<file path="src/rtl/gamepad_motor_command_mapper_core_assert.svh">
// Assertion macros for the gamepad motor command mapper
`ifndef GAMEPAD_MOTOR_COMMAND_MAPPER_CORE_ASSERT_SVH
`define GAMEPAD_MOTOR_COMMAND_MAPPER_CORE_ASSERT_SVH

// same-cycle implication, sampled on clk, off during rst
`define GMCM_ASSERT_NOW(label, ante, cons) \
  label: assert property (@(posedge clk) disable iff (rst) (ante) |-> (cons)) \
    else $error("gmcm assertion failed");

// next-cycle implication, sampled on clk, off during rst
`define GMCM_ASSERT_NEXT(label, ante, cons) \
  label: assert property (@(posedge clk) disable iff (rst) (ante) |=> (cons)) \
    else $error("gmcm assertion failed");

`endif

</file>
<file path="src/rtl/gmcm_pkg.sv">
// Constants and helper functions for the gamepad motor command mapper
package gmcm_pkg;

  localparam int CFG_INDEX_W = 3;
  localparam int CFG_DATA_W  = 16;

  localparam logic [CFG_INDEX_W-1:0] REG_DRIVE_GAIN     = 3'd0;
  localparam logic [CFG_INDEX_W-1:0] REG_DRIVE_DEADBAND = 3'd1;
  localparam logic [CFG_INDEX_W-1:0] REG_SLEW_GAP       = 3'd2;
  localparam logic [CFG_INDEX_W-1:0] REG_SLEW_STEP      = 3'd3;
  localparam logic [CFG_INDEX_W-1:0] REG_FLYWHEEL_TOP   = 3'd4;
  localparam logic [CFG_INDEX_W-1:0] REG_FEEDER_TIMEOUT = 3'd5;

  localparam logic [6:0]  RST_DRIVE_GAIN     = 7'd63;
  localparam logic [6:0]  RST_DRIVE_DEADBAND = 7'd25;
  localparam logic [6:0]  RST_SLEW_GAP       = 7'd20;
  localparam logic [6:0]  RST_SLEW_STEP      = 7'd10;
  localparam logic [6:0]  RST_FLYWHEEL_TOP   = 7'd90;
  localparam logic [15:0] RST_FEEDER_TIMEOUT = 16'd10000;

  // intake mode codes; the wrap code is transient and never stored
  localparam logic [1:0] INTAKE_OFF  = 2'd0;
  localparam logic [1:0] INTAKE_FWD  = 2'd1;
  localparam logic [1:0] INTAKE_WRAP = 2'd2;
  localparam logic [1:0] INTAKE_REV  = 2'd3;

  localparam logic signed [7:0] INTAKE_FWD_DRIVE = 8'sd80;
  localparam logic signed [7:0] INTAKE_REV_DRIVE = -8'sd90;
  localparam logic [6:0]        FEEDER_DRIVE     = 7'd90;
  localparam logic signed [7:0] ARM_UP_DRIVE     = 8'sd100;
  localparam logic signed [7:0] ARM_DOWN_DRIVE   = -8'sd100;

  // floor(x / 100) == (x * 5243) >> 19 for x below 43690
  localparam logic [12:0] RECIP_100   = 13'd5243;
  localparam int          RECIP_SHIFT = 19;

  localparam logic signed [9:0] CMD_MAX = 10'sd127;
  localparam logic signed [9:0] CMD_MIN = -10'sd127;

  typedef logic [14:0] gain_prod_t;

  function automatic logic [6:0] scale_mag(input gain_prod_t gp);
    logic [27:0] full;
    logic [8:0]  quo;
    full = 28'(gp) * 28'(RECIP_100);
    quo  = full[RECIP_SHIFT+8:RECIP_SHIFT];
    scale_mag = (quo > 9'd127) ? 7'd127 : quo[6:0];
  endfunction

  function automatic logic signed [7:0] slew_cmd(
    input logic [6:0]        mag,
    input logic              neg,
    input logic signed [7:0] cmd,
    input logic [6:0]        db,
    input logic [6:0]        gap,
    input logic [6:0]        step
  );
    logic signed [9:0] tgt;
    logic signed [9:0] cur;
    logic signed [9:0] diff;
    logic signed [9:0] gap_s;
    logic signed [9:0] up;
    logic signed [9:0] dn;
    tgt   = neg ? -$signed({3'b000, mag}) : $signed({3'b000, mag});
    cur   = {{2{cmd[7]}}, cmd};
    diff  = tgt - cur;
    gap_s = $signed({3'b000, gap});
    up    = cur + $signed({3'b000, step});
    dn    = cur - $signed({3'b000, step});
    if (mag <= db) begin
      slew_cmd = 8'sd0;
    end else if (diff > gap_s && !neg) begin
      slew_cmd = (up > CMD_MAX) ? 8'sd127 : up[7:0];
    end else if (diff < -gap_s && neg) begin
      slew_cmd = (dn < CMD_MIN) ? -8'sd127 : dn[7:0];
    end else begin
      slew_cmd = tgt[7:0];
    end
  endfunction

endpackage

</file>
<file path="src/rtl/gamepad_motor_command_mapper_core.sv">
// Gamepad motor command mapper: input register, tick logic, result register
// Structure: two register stages, the input register and the result register.
// Throughput: one word per cycle while out_stall does not hold the result; the input register multiplies stick by gain,
// the tick logic scales by 1/100, slews and steps the toggles before the result register.
// Reset: synchronous rst restores the config registers and tick state to their reset values
// and empties both stages; the config port is always ready.
`include "gamepad_motor_command_mapper_core_assert.svh"

module gamepad_motor_command_mapper_core
  import gmcm_pkg::*;
(
  input  logic                   clk,
  input  logic                   rst,
  input  logic                   cfg_valid,
  output logic                   cfg_ready,
  input  logic [CFG_INDEX_W-1:0] cfg_index,
  input  logic [CFG_DATA_W-1:0]  cfg_data,
  input  logic                   in_valid,
  output logic                   in_stall,
  input  logic signed [7:0]      stick_a,
  input  logic signed [7:0]      stick_b,
  input  logic                   reverse_button,
  input  logic                   fly_button_one,
  input  logic                   fly_button_two,
  input  logic                   intake_fwd_button,
  input  logic                   intake_rev_button,
  input  logic                   feeder_button,
  input  logic                   arm_up_button,
  input  logic                   arm_down_button,
  output logic                   out_valid,
  input  logic                   out_stall,
  output logic signed [7:0]      right_drive,
  output logic signed [7:0]      left_drive,
  output logic [6:0]             flywheel_pos,
  output logic signed [7:0]      flywheel_neg,
  output logic signed [7:0]      intake_drive,
  output logic [6:0]             feeder_drive,
  output logic signed [7:0]      arm_drive
);

  logic [6:0]  drive_gain_percent;
  logic [6:0]  drive_deadband;
  logic [6:0]  slew_gap;
  logic [6:0]  slew_step;
  logic [6:0]  flywheel_top;
  logic [15:0] feeder_timeout;

  logic        s1_valid;
  gain_prod_t  s1_prod_a;
  gain_prod_t  s1_prod_b;
  logic        s1_neg_a;
  logic        s1_neg_b;
  logic        s1_rev;
  logic        s1_fly1;
  logic        s1_fly2;
  logic        s1_in_f;
  logic        s1_in_r;
  logic        s1_fe;
  logic        s1_arm_u;
  logic        s1_arm_d;

  logic              reverse_mode;
  logic              reverse_latch;
  logic signed [7:0] right_cmd;
  logic signed [7:0] left_cmd;
  logic              fly_on;
  logic              fly_latch;
  logic [6:0]        fly_speed;
  logic [1:0]        intake_mode;
  logic              intake_latch;
  logic              feeder_on;
  logic              feeder_latch;
  logic [15:0]       feeder_ticks;

  logic              in_fire;
  logic              s1_fire;
  logic [7:0]        mag_a;
  logic [7:0]        mag_b;

  logic              reverse_mode_next;
  logic [6:0]        scl_a;
  logic [6:0]        scl_b;
  logic signed [7:0] right_cmd_next;
  logic signed [7:0] left_cmd_next;
  logic              fly_on_next;
  logic              fly_latch_next;
  logic [6:0]        fly_speed_next;
  logic [1:0]        intake_step;
  logic [1:0]        intake_mode_next;
  logic              feeder_tgl;
  logic [15:0]       feeder_ticks_next;
  logic              feeder_on_next;
  logic signed [7:0] intake_v;
  logic signed [7:0] arm_v;

  assign cfg_ready = 1'b1;
  assign s1_fire   = s1_valid && (!out_valid || !out_stall);
  assign in_stall  = s1_valid && !s1_fire;
  assign in_fire   = in_valid && !in_stall;

  assign mag_a = stick_a[7] ? 8'(-stick_a) : 8'(stick_a);
  assign mag_b = stick_b[7] ? 8'(-stick_b) : 8'(stick_b);

  always_ff @(posedge clk) begin
    if (rst) begin
      drive_gain_percent <= RST_DRIVE_GAIN;
      drive_deadband     <= RST_DRIVE_DEADBAND;
      slew_gap           <= RST_SLEW_GAP;
      slew_step          <= RST_SLEW_STEP;
      flywheel_top       <= RST_FLYWHEEL_TOP;
      feeder_timeout     <= RST_FEEDER_TIMEOUT;
    end else if (cfg_valid && cfg_ready) begin
      case (cfg_index)
        REG_DRIVE_GAIN:     drive_gain_percent <= cfg_data[6:0];
        REG_DRIVE_DEADBAND: drive_deadband     <= cfg_data[6:0];
        REG_SLEW_GAP:       slew_gap           <= cfg_data[6:0];
        REG_SLEW_STEP:      slew_step          <= cfg_data[6:0];
        REG_FLYWHEEL_TOP:   flywheel_top       <= cfg_data[6:0];
        REG_FEEDER_TIMEOUT: feeder_timeout     <= cfg_data;
        default: begin
        end
      endcase
    end
  end

  // input stage: sign and |stick| * gain
  always_ff @(posedge clk) begin
    if (rst) begin
      s1_valid <= 1'b0;
    end else if (in_fire) begin
      s1_valid <= 1'b1;
    end else if (s1_fire) begin
      s1_valid <= 1'b0;
    end
  end

  always_ff @(posedge clk) begin
    if (in_fire) begin
      s1_prod_a <= 15'(mag_a) * 15'(drive_gain_percent);
      s1_prod_b <= 15'(mag_b) * 15'(drive_gain_percent);
      s1_neg_a  <= stick_a[7];
      s1_neg_b  <= stick_b[7];
      s1_rev    <= reverse_button;
      s1_fly1   <= fly_button_one;
      s1_fly2   <= fly_button_two;
      s1_in_f   <= intake_fwd_button;
      s1_in_r   <= intake_rev_button;
      s1_fe     <= feeder_button;
      s1_arm_u  <= arm_up_button;
      s1_arm_d  <= arm_down_button;
    end
  end

  // tick logic
  always_comb begin
    reverse_mode_next = (s1_rev && !reverse_latch) ? !reverse_mode : reverse_mode;
    scl_a = scale_mag(s1_prod_a);
    scl_b = scale_mag(s1_prod_b);
    if (!reverse_mode_next) begin
      left_cmd_next  = slew_cmd(scl_a, s1_neg_a, left_cmd,
                                drive_deadband, slew_gap, slew_step);
      right_cmd_next = slew_cmd(scl_b, s1_neg_b, right_cmd,
                                drive_deadband, slew_gap, slew_step);
    end else begin
      right_cmd_next = slew_cmd(scl_a, !s1_neg_a, right_cmd,
                                drive_deadband, slew_gap, slew_step);
      left_cmd_next  = slew_cmd(scl_b, !s1_neg_b, left_cmd,
                                drive_deadband, slew_gap, slew_step);
    end

    fly_on_next    = (s1_fly1 && s1_fly2 && !fly_latch) ? !fly_on : fly_on;
    fly_latch_next = (s1_fly1 && s1_fly2) ? 1'b1
                   : (!s1_fly1 && !s1_fly2) ? 1'b0 : fly_latch;
    if (fly_on_next && fly_speed < flywheel_top) begin
      fly_speed_next = fly_speed + 7'd1;
    end else if (!fly_on_next && fly_speed != 7'd0) begin
      fly_speed_next = fly_speed - 7'd1;
    end else begin
      fly_speed_next = fly_speed;
    end

    if (s1_in_f && !intake_latch) begin
      intake_step = intake_mode + 2'd1;
    end else if (s1_in_r && !intake_latch) begin
      intake_step = intake_mode - 2'd1;
    end else begin
      intake_step = intake_mode;
    end
    intake_mode_next = (intake_step == INTAKE_WRAP) ? INTAKE_OFF : intake_step;
    case (intake_mode_next)
      INTAKE_FWD: intake_v = INTAKE_FWD_DRIVE;
      INTAKE_REV: intake_v = INTAKE_REV_DRIVE;
      default:    intake_v = 8'sd0;
    endcase

    feeder_tgl        = (s1_fe && !feeder_latch) ? !feeder_on : feeder_on;
    feeder_ticks_next = feeder_tgl ? feeder_ticks + 16'd1 : 16'd0;
    feeder_on_next    = feeder_tgl && (feeder_ticks_next != feeder_timeout);

    arm_v = s1_arm_u ? ARM_UP_DRIVE : (s1_arm_d ? ARM_DOWN_DRIVE : 8'sd0);
  end

  always_ff @(posedge clk) begin
    if (rst) begin
      reverse_mode  <= 1'b1;
      reverse_latch <= 1'b0;
      right_cmd     <= 8'sd0;
      left_cmd      <= 8'sd0;
      fly_on        <= 1'b0;
      fly_latch     <= 1'b0;
      fly_speed     <= 7'd0;
      intake_mode   <= INTAKE_OFF;
      intake_latch  <= 1'b0;
      feeder_on     <= 1'b0;
      feeder_latch  <= 1'b0;
      feeder_ticks  <= 16'd0;
    end else if (s1_fire) begin
      reverse_mode  <= reverse_mode_next;
      reverse_latch <= s1_rev;
      right_cmd     <= right_cmd_next;
      left_cmd      <= left_cmd_next;
      fly_on        <= fly_on_next;
      fly_latch     <= fly_latch_next;
      fly_speed     <= fly_speed_next;
      intake_mode   <= intake_mode_next;
      intake_latch  <= s1_in_f || s1_in_r;
      feeder_on     <= feeder_on_next;
      feeder_latch  <= s1_fe;
      feeder_ticks  <= feeder_ticks_next;
    end
  end

  // result register
  always_ff @(posedge clk) begin
    if (rst) begin
      out_valid <= 1'b0;
    end else if (s1_fire) begin
      out_valid <= 1'b1;
    end else if (!out_stall) begin
      out_valid <= 1'b0;
    end
  end

  always_ff @(posedge clk) begin
    if (s1_fire) begin
      right_drive  <= right_cmd_next;
      left_drive   <= left_cmd_next;
      flywheel_pos <= fly_speed_next;
      flywheel_neg <= -$signed({1'b0, fly_speed_next});
      intake_drive <= intake_v;
      feeder_drive <= feeder_on_next ? FEEDER_DRIVE : 7'd0;
      arm_drive    <= arm_v;
    end
  end

  `GMCM_ASSERT_NEXT(a_state_holds, !s1_fire, $stable(fly_speed) && $stable(feeder_ticks))
  `GMCM_ASSERT_NEXT(a_fire_fills_out, s1_fire, out_valid)
  `GMCM_ASSERT_NEXT(a_fly_unit_step, s1_fire, (fly_speed == $past(fly_speed) + 7'd1) || (fly_speed == $past(fly_speed) - 7'd1) || (fly_speed == $past(fly_speed)))
  `GMCM_ASSERT_NOW(a_intake_no_wrap, s1_valid, intake_mode != INTAKE_WRAP)

endmodule

</file>
<file path="config.mk">
export PLATFORM = sky130hd
export DESIGN_NAME = gamepad_motor_command_mapper_core
export DESIGN_NICKNAME = d
export VERILOG_FILES = /design/src/rtl/gmcm_pkg.sv /design/src/rtl/gamepad_motor_command_mapper_core.sv
export VERILOG_INCLUDE_DIRS = /design/src /design/src/rtl
export SDC_FILE = /design/constraint.sdc
export NUM_CORES = 1
export LEC_CHECK = 0
export BUFFER_PORTS_ARGS = -buffer_cell sky130_fd_sc_hd__buf_2
export CAP_MARGIN = 15
export CORE_MARGIN = 3
export CORE_UTILIZATION = 60
export CTS_CLUSTER_DIAMETER = 50
export DETAILED_ROUTE_END_ITERATION = 12
export PLACE_DENSITY = 0.78
export SYNTH_ARGS = -nofsm -noshare
export SYNTH_HDL_FRONTEND = slang
export SYNTH_SLANG_ARGS = --single-unit
</file>
<file path="constraint.sdc">
create_clock -name clk -period 12.75 [get_ports clk]
set_clock_uncertainty 0.1 [all_clocks]
set_input_delay 1.9125 -clock clk [delete_from_list [all_inputs] [get_ports clk]]
set_output_delay 1.9125 -clock clk [all_outputs]
set_load 0.1 [all_outputs]
</file>
Word level (Yosys, flattened, before mapping)
Cells that the tools add are included.

cells by class
  reduce and logical (&&, ||, !) cells = 50
  $lt $le $gt $ge = 17
  multipliers = 4
  $add $sub $neg = 19
  equality and inequality tests = 10
  muxes and demuxes = 44

operators with widths
  cell                                                           count
  two-way mux 8 bit                                              21
  multiplier 15 x 13 -> 28 bit, second input constant            2
  greater-than comparator 10 x 8 -> 1 bit                        4
  less-than comparator 10 bit                                    4
  two-way mux 10 bit                                             4
  subtractor 10 x 8 -> 10 bit                                    4
  two-way mux 7 bit                                              5
  multiplier 8 x 7 -> 15 bit                                     2
  negation 7 -> 10 bit                                           3
  logical AND 1 bit                                              21
  adder 8 x 8 -> 9 bit                                           2
  greater-than comparator 9 x 7 -> 1 bit, second input constant  2
  greater-than comparator 9 x 8 -> 1 bit, second input constant  2
  less-than comparator 9 x 8 -> 1 bit, second input constant     2
  subtractor 8 x 8 -> 9 bit                                      2
  adder 16 x 1 -> 16 bit, second input constant                  1
  logical NOT 1 bit                                              16
  two-way mux 16 bit                                             1
  inequality test 16 bit                                         1
  negation 8 bit                                                 2
  case mux 8 bit (2 select lines)                                1
  less-or-equal comparator 7 bit                                 2
  AND reduction 2 bit                                            7
  two-way mux 1 bit                                              9
  other kinds (17)                                               24

word-level totals
  register bits after elaboration = 195
  word-level logic and storage cells = 183
  bits of input ports = 48

Depth between registers and ports, before layout
  depth after elaboration = 12
  mapped depth = 42
  mapped depth without buffers = 41

Least setup slack after synthesis
No wires, ideal clock.

  kind = reg2reg
  start = register s1_prod_a[12]
  end = register left_cmd[5]
  arrival time = 9.386 ns
  required time = 12.559 ns
  setup time = 0.091 ns
  stages on the path, launching flop included = 38
  path slack = 3.173 ns
  path through = edfxtp_1 ha_1 fa_1 fa_1 fa_1 inv_1 fa_1 inv_1 ha_1 nand4_1 a211oi_1 a22oi_1 a2111oi_0 or3b_1 nand4_2 nor2_1 ha_1 o221ai_1 [2 not listed] a21oi_1 o22ai_1 ha_1 or3_1 or3_1 a41o_1 xnor2_1 xor2_1 ha_1 nand2b_1 or4_1 o22ai_1 a21oi_1 clkbuf_1 nor4_1 nor3_1 a221o_1 a311oi_1

between the ends
  word-level cells in the longest chain between the ends = 12
  elaborated cells on any way between the ends = 15
  classes of those cells = 2 x add/sub; 1 x mul; 4 x order compare; 6 x mux; 2 x reduce/logical

RTL lines
  what                                    line                                      source
  start, declared                         gamepad_motor_command_mapper_core.sv:49   gain_prod_t s1_prod_a;
  start signal, assigned                  gamepad_motor_command_mapper_core.sv:139  s1_prod_a <= 15'(mag_a) * 15'(drive_gain_percent);
  multiplier 15 x 13 -> 28 bit *          gmcm_pkg.sv:45                            full = 28'(gp) * 28'(RECIP_100);
  greater-than comparator 9 x 7 -> 1 bit  gmcm_pkg.sv:47                            scale_mag = (quo > 9'd127) ? 7'd127 : quo[6:0];
  two-way mux 7 bit *                     gmcm_pkg.sv:47
  negation 7 -> 10 bit                    gmcm_pkg.sv:64                            tgt = neg ? -$signed({3'b000, mag}) : $signed({3'b000, mag});
  two-way mux 10 bit                      gmcm_pkg.sv:64
  subtractor 10 x 8 -> 10 bit             gmcm_pkg.sv:66                            diff = tgt - cur;
  less-than comparator 10 bit             gmcm_pkg.sv:74                            end else if (diff < -gap_s && neg) begin
  logical AND 1 bit                       gmcm_pkg.sv:74
  two-way mux 8 bit                       gmcm_pkg.sv:74
  two-way mux 8 bit                       gmcm_pkg.sv:72                            end else if (diff > gap_s && !neg) begin
  two-way mux 8 bit *                     gmcm_pkg.sv:70                            if (mag <= db) begin
  two-way mux 8 bit *                     gamepad_motor_command_mapper_core.sv:159  if (!reverse_mode_next) begin
  end signal, assigned                    gamepad_motor_command_mapper_core.sv:221  left_cmd <= left_cmd_next;
  end, declared                           gamepad_motor_command_mapper_core.sv:65   logic signed [7:0] left_cmd;

Every way passes the cells marked *; elsewhere a longest branch is shown, timed or not.
A chain may end at the register's enable or synchronous reset.

Final worst setup path
  start = register s1_prod_b[12]
  end = register left_cmd[1]

between the ends
  word-level cells in the longest chain between the ends = 12
  elaborated cells on any way between the ends = 15
  classes of those cells = 2 x add/sub; 1 x mul; 4 x order compare; 6 x mux; 2 x reduce/logical

RTL lines
  what                                    line                                      source
  start, declared                         gamepad_motor_command_mapper_core.sv:50   gain_prod_t s1_prod_b;
  start signal, assigned                  gamepad_motor_command_mapper_core.sv:140  s1_prod_b <= 15'(mag_b) * 15'(drive_gain_percent);
  multiplier 15 x 13 -> 28 bit *          gmcm_pkg.sv:45
  greater-than comparator 9 x 7 -> 1 bit  gmcm_pkg.sv:47
  two-way mux 7 bit *                     gmcm_pkg.sv:47
  negation 7 -> 10 bit                    gmcm_pkg.sv:64
  two-way mux 10 bit                      gmcm_pkg.sv:64
  subtractor 10 x 8 -> 10 bit             gmcm_pkg.sv:66
  less-than comparator 10 bit             gmcm_pkg.sv:74
  logical AND 1 bit                       gmcm_pkg.sv:74
  two-way mux 8 bit                       gmcm_pkg.sv:74
  two-way mux 8 bit                       gmcm_pkg.sv:72
  two-way mux 8 bit *                     gmcm_pkg.sv:70
  two-way mux 8 bit *                     gamepad_motor_command_mapper_core.sv:159
  net left_cmd_next[1]                    gamepad_motor_command_mapper_core.sv:84   logic signed [7:0] left_cmd_next;

Mark *: on every way through the listed nets, which the timed path passes. The rest lies on a longest branch.

==> impl_results.md <==
- Final Slew Violations: 0
- Crit Path Max Fanout: 7
- Die height: 210 µm
- DR pass1 iterations: 8
- Post-synth top area cell: ha_1
- IO Pins: 105
- Starting Density: 61.1%
- Overflow after GRT: 0
- Worst-margin pin slew: 1.11 ns
- Crit path launch type: flop
- Peak Freq: 0.0872 GHz
- Clock root cell: clkbuf_16
- Global placer's final weighted congestion: 1.00
- Initial antenna violation count: 1
- DIE AREA: 44300 µm²
- NumNets Final: 3593
- M2 GR Usage: 52.5%
- Largest net degree at the start of global routing: 102
- Diode count: 0
- Sequential area share after synthesis: 17.2%
- First-pass GRT wire length: 111000 µm
- Slowest-stage cell, CP: nor2_1
- Layout cells sized above 1: 6.08%
- Clk Latency, worst-skew pair: 0.47 ns
- Synth top cells by count: ha_1, inv_1, nand2_1
- Worst hold slack: 0.362 ns
- Setup-failing EPs final: 0
- Synthesis-to-layout area growth: 5.94%
- Post-detailed-routing wire length: 68400 µm
- Synth top area share: 21.2%
- CTS clk-pin slew, worst paths: 0.09 ns
- Period utilization: 90.0%
- Layout fillers: 3460
- Core Box Area: 41000 µm²
- Syn avg cell area: 8.73 µm²
- Clk sinks: 177
- Synth unique cells: 94
- Cells after Synth: 2871
- Rel. slew slack: 25.7%
- Routed vias: 21026
- Drt wl/cell: 19.7 µm
- Minimum clock period: 11.47 ns
- Final instance area: 26600 µm²
- Post-synth EDFFs: 76
- Clock Tree Buf Depth: 2
- Vias in the first global route: 21418
- GRT met1 Usage: 42.3%
- Critical path endpoint category: flop
- RSZ-0062 raised after global routing: no
- Die W: 210 µm
- Rows: 74
- Max-cap check violation count: 0
- Total CTS buffers: 17
- Required @ worst endpoint: 13.02 ns
- CTS-repair resized insts: 0
- Port bufs: 96
- Synth warnings: 0
- Final Hold Viols: 0
- Setup TNS: 0 ns
- CTS H-tree depth: 4
- Synthesized cell area: 25100 µm²
- Starting DRT DRC Count: 1715
- GR Util met3: 4.14%
- #FFs+latches synth: 177
- Placed Area: 25900 µm²
- CTS tree: done
- Hold Crit Class: flop to flop
- Post-DP HPWL: 55500 µm
- Post-CTS setup-driven buffer insertion count: 0
- Status: finished, final reports clean
- FFs w/ async S/R, synth: 0%
- Class of the most critical setup path: flop to flop
- Worst path max stage delay: 0.76 ns
- # DRC: 0
- Primary FF master, synth: dfxtp_1
- Global routing's busiest layer: met2
- Cts hold-fix bufs: 0
- Worst EP arrival: 11.75 ns
- Antenna-violating nets left: 0
- Synth top area cells: ha_1, fa_1, edfxtp_1, dfxtp_1, inv_1
- Most common cell in the netlist: ha_1
- Vias per cell: 6.07
- R2R setup slack: 1.28 ns
- GRT Resource Usage Total: 31.2%
- Final Util: 64.7%
-- layer usage --
| metal | vias up | part of all wire (%) |
|---|---|---|
| li1 | 9954 | - |
| met1 | 10123 | 43 |
| met2 | 809 | 47 |
| met3 | 138 | 7.8 |
| met4 | 2 | 2.6 |
| met5 | - | 0.016 |
-- per-stage QoR --
stage               setup slack, ns  std cells
global route                  0.511       3462
finish                         1.28       3462
CTS                            1.42       3462
detailed placement             1.48       3430
floorplan                      3.17       2877
global placement               1.79       3430
-- cell usage in the layout, fill, tap and decap left out, drive strengths merged, types with 16 or more instances in the layout --
cell,Yosys,layout
or3,21,21
buf,30,108
nand2b,36,36
nor2,173,173
o21a,36,36
a21o,47,47
ha,424,424
nand2,290,290
and3,17,17
and2,55,55
a221oi,16,16
xor2,42,42
a21oi,177,177
mux2i,18,18
nor2b,39,39
dfxtp,101,101
xnor2,102,102
fa,204,204
nor4,24,24
clkbuf,57,17
nor3,35,35
edfxtp,76,76
inv,408,416
o21ai,106,106
nand4,27,27
nand3,35,35
nand3b,23,23
a211o,17,17
a211oi,31,31
-- layout make-up --
type                            instances  area [µm²]  area share, %
Sequential cell                       177        4300           16.2
Clock buffer                           17         425           1.60
Clock inverter                         15         198          0.745
Multi-Input combinational cell       2204       18900           71.0
Tap cell                              532         666           2.51
Timing Repair Buffer                  108         571           2.15
Inverter                              409        1540           5.78
-- critical path, delay by kind of cell, from the launching register on --
| kind | cells | cell delay, ns |
|---|---|---|
| adder cells (fa/ha/maj) | 9 | 3.66 |
| AND/OR/NAND/NOR | 12 | 3.80 |
| flip-flops | 1 | 0.62 |
| buffers and inverters | 5 | 0.30 |
| AO/OA/AOI/OAI | 10 | 2.51 |
| XOR/XNOR | 2 | 0.36 |
-- registers in the layout, indices dropped and copies added, names as in the netlist, 8 cells and up --
register / cells
feeder_ticks: 16
feeder_timeout: 16
left_cmd: 8
left_drive: 8
right_cmd: 8
right_drive: 8
s1_prod_a: 15
s1_prod_b: 15
-- logic make-up after synthesis --
kind of cell / Yosys count / share of synthesized area [%]
xor+xnor: 144 / 5.06
fa+ha+maj: 628 / 37.5
flops: 177 / 17.2
other cells: 2 / 0.0300
mux: 22 / 0.899
buf+inv: 496 / 7.75
compound gates: 588 / 15.7
simple gates: 814 / 15.9
-- worst paths after layout --
| path | start | endpoint | depth (start not counted) |
|---|---|---|---|
| setup / recovery | s1_prod_b[12] | left_cmd[1] | 38 |
| hold / removal | flywheel_top[2] | flywheel_top[2] | 2 |
| setup reg to reg | s1_prod_b[12] | left_cmd[1] | 38 |
| hold reg to reg | flywheel_top[2] | flywheel_top[2] | 2 |
Power is not shown: default switching activity piles up to over one toggle a cycle in this logic, so the estimate is an artifact.
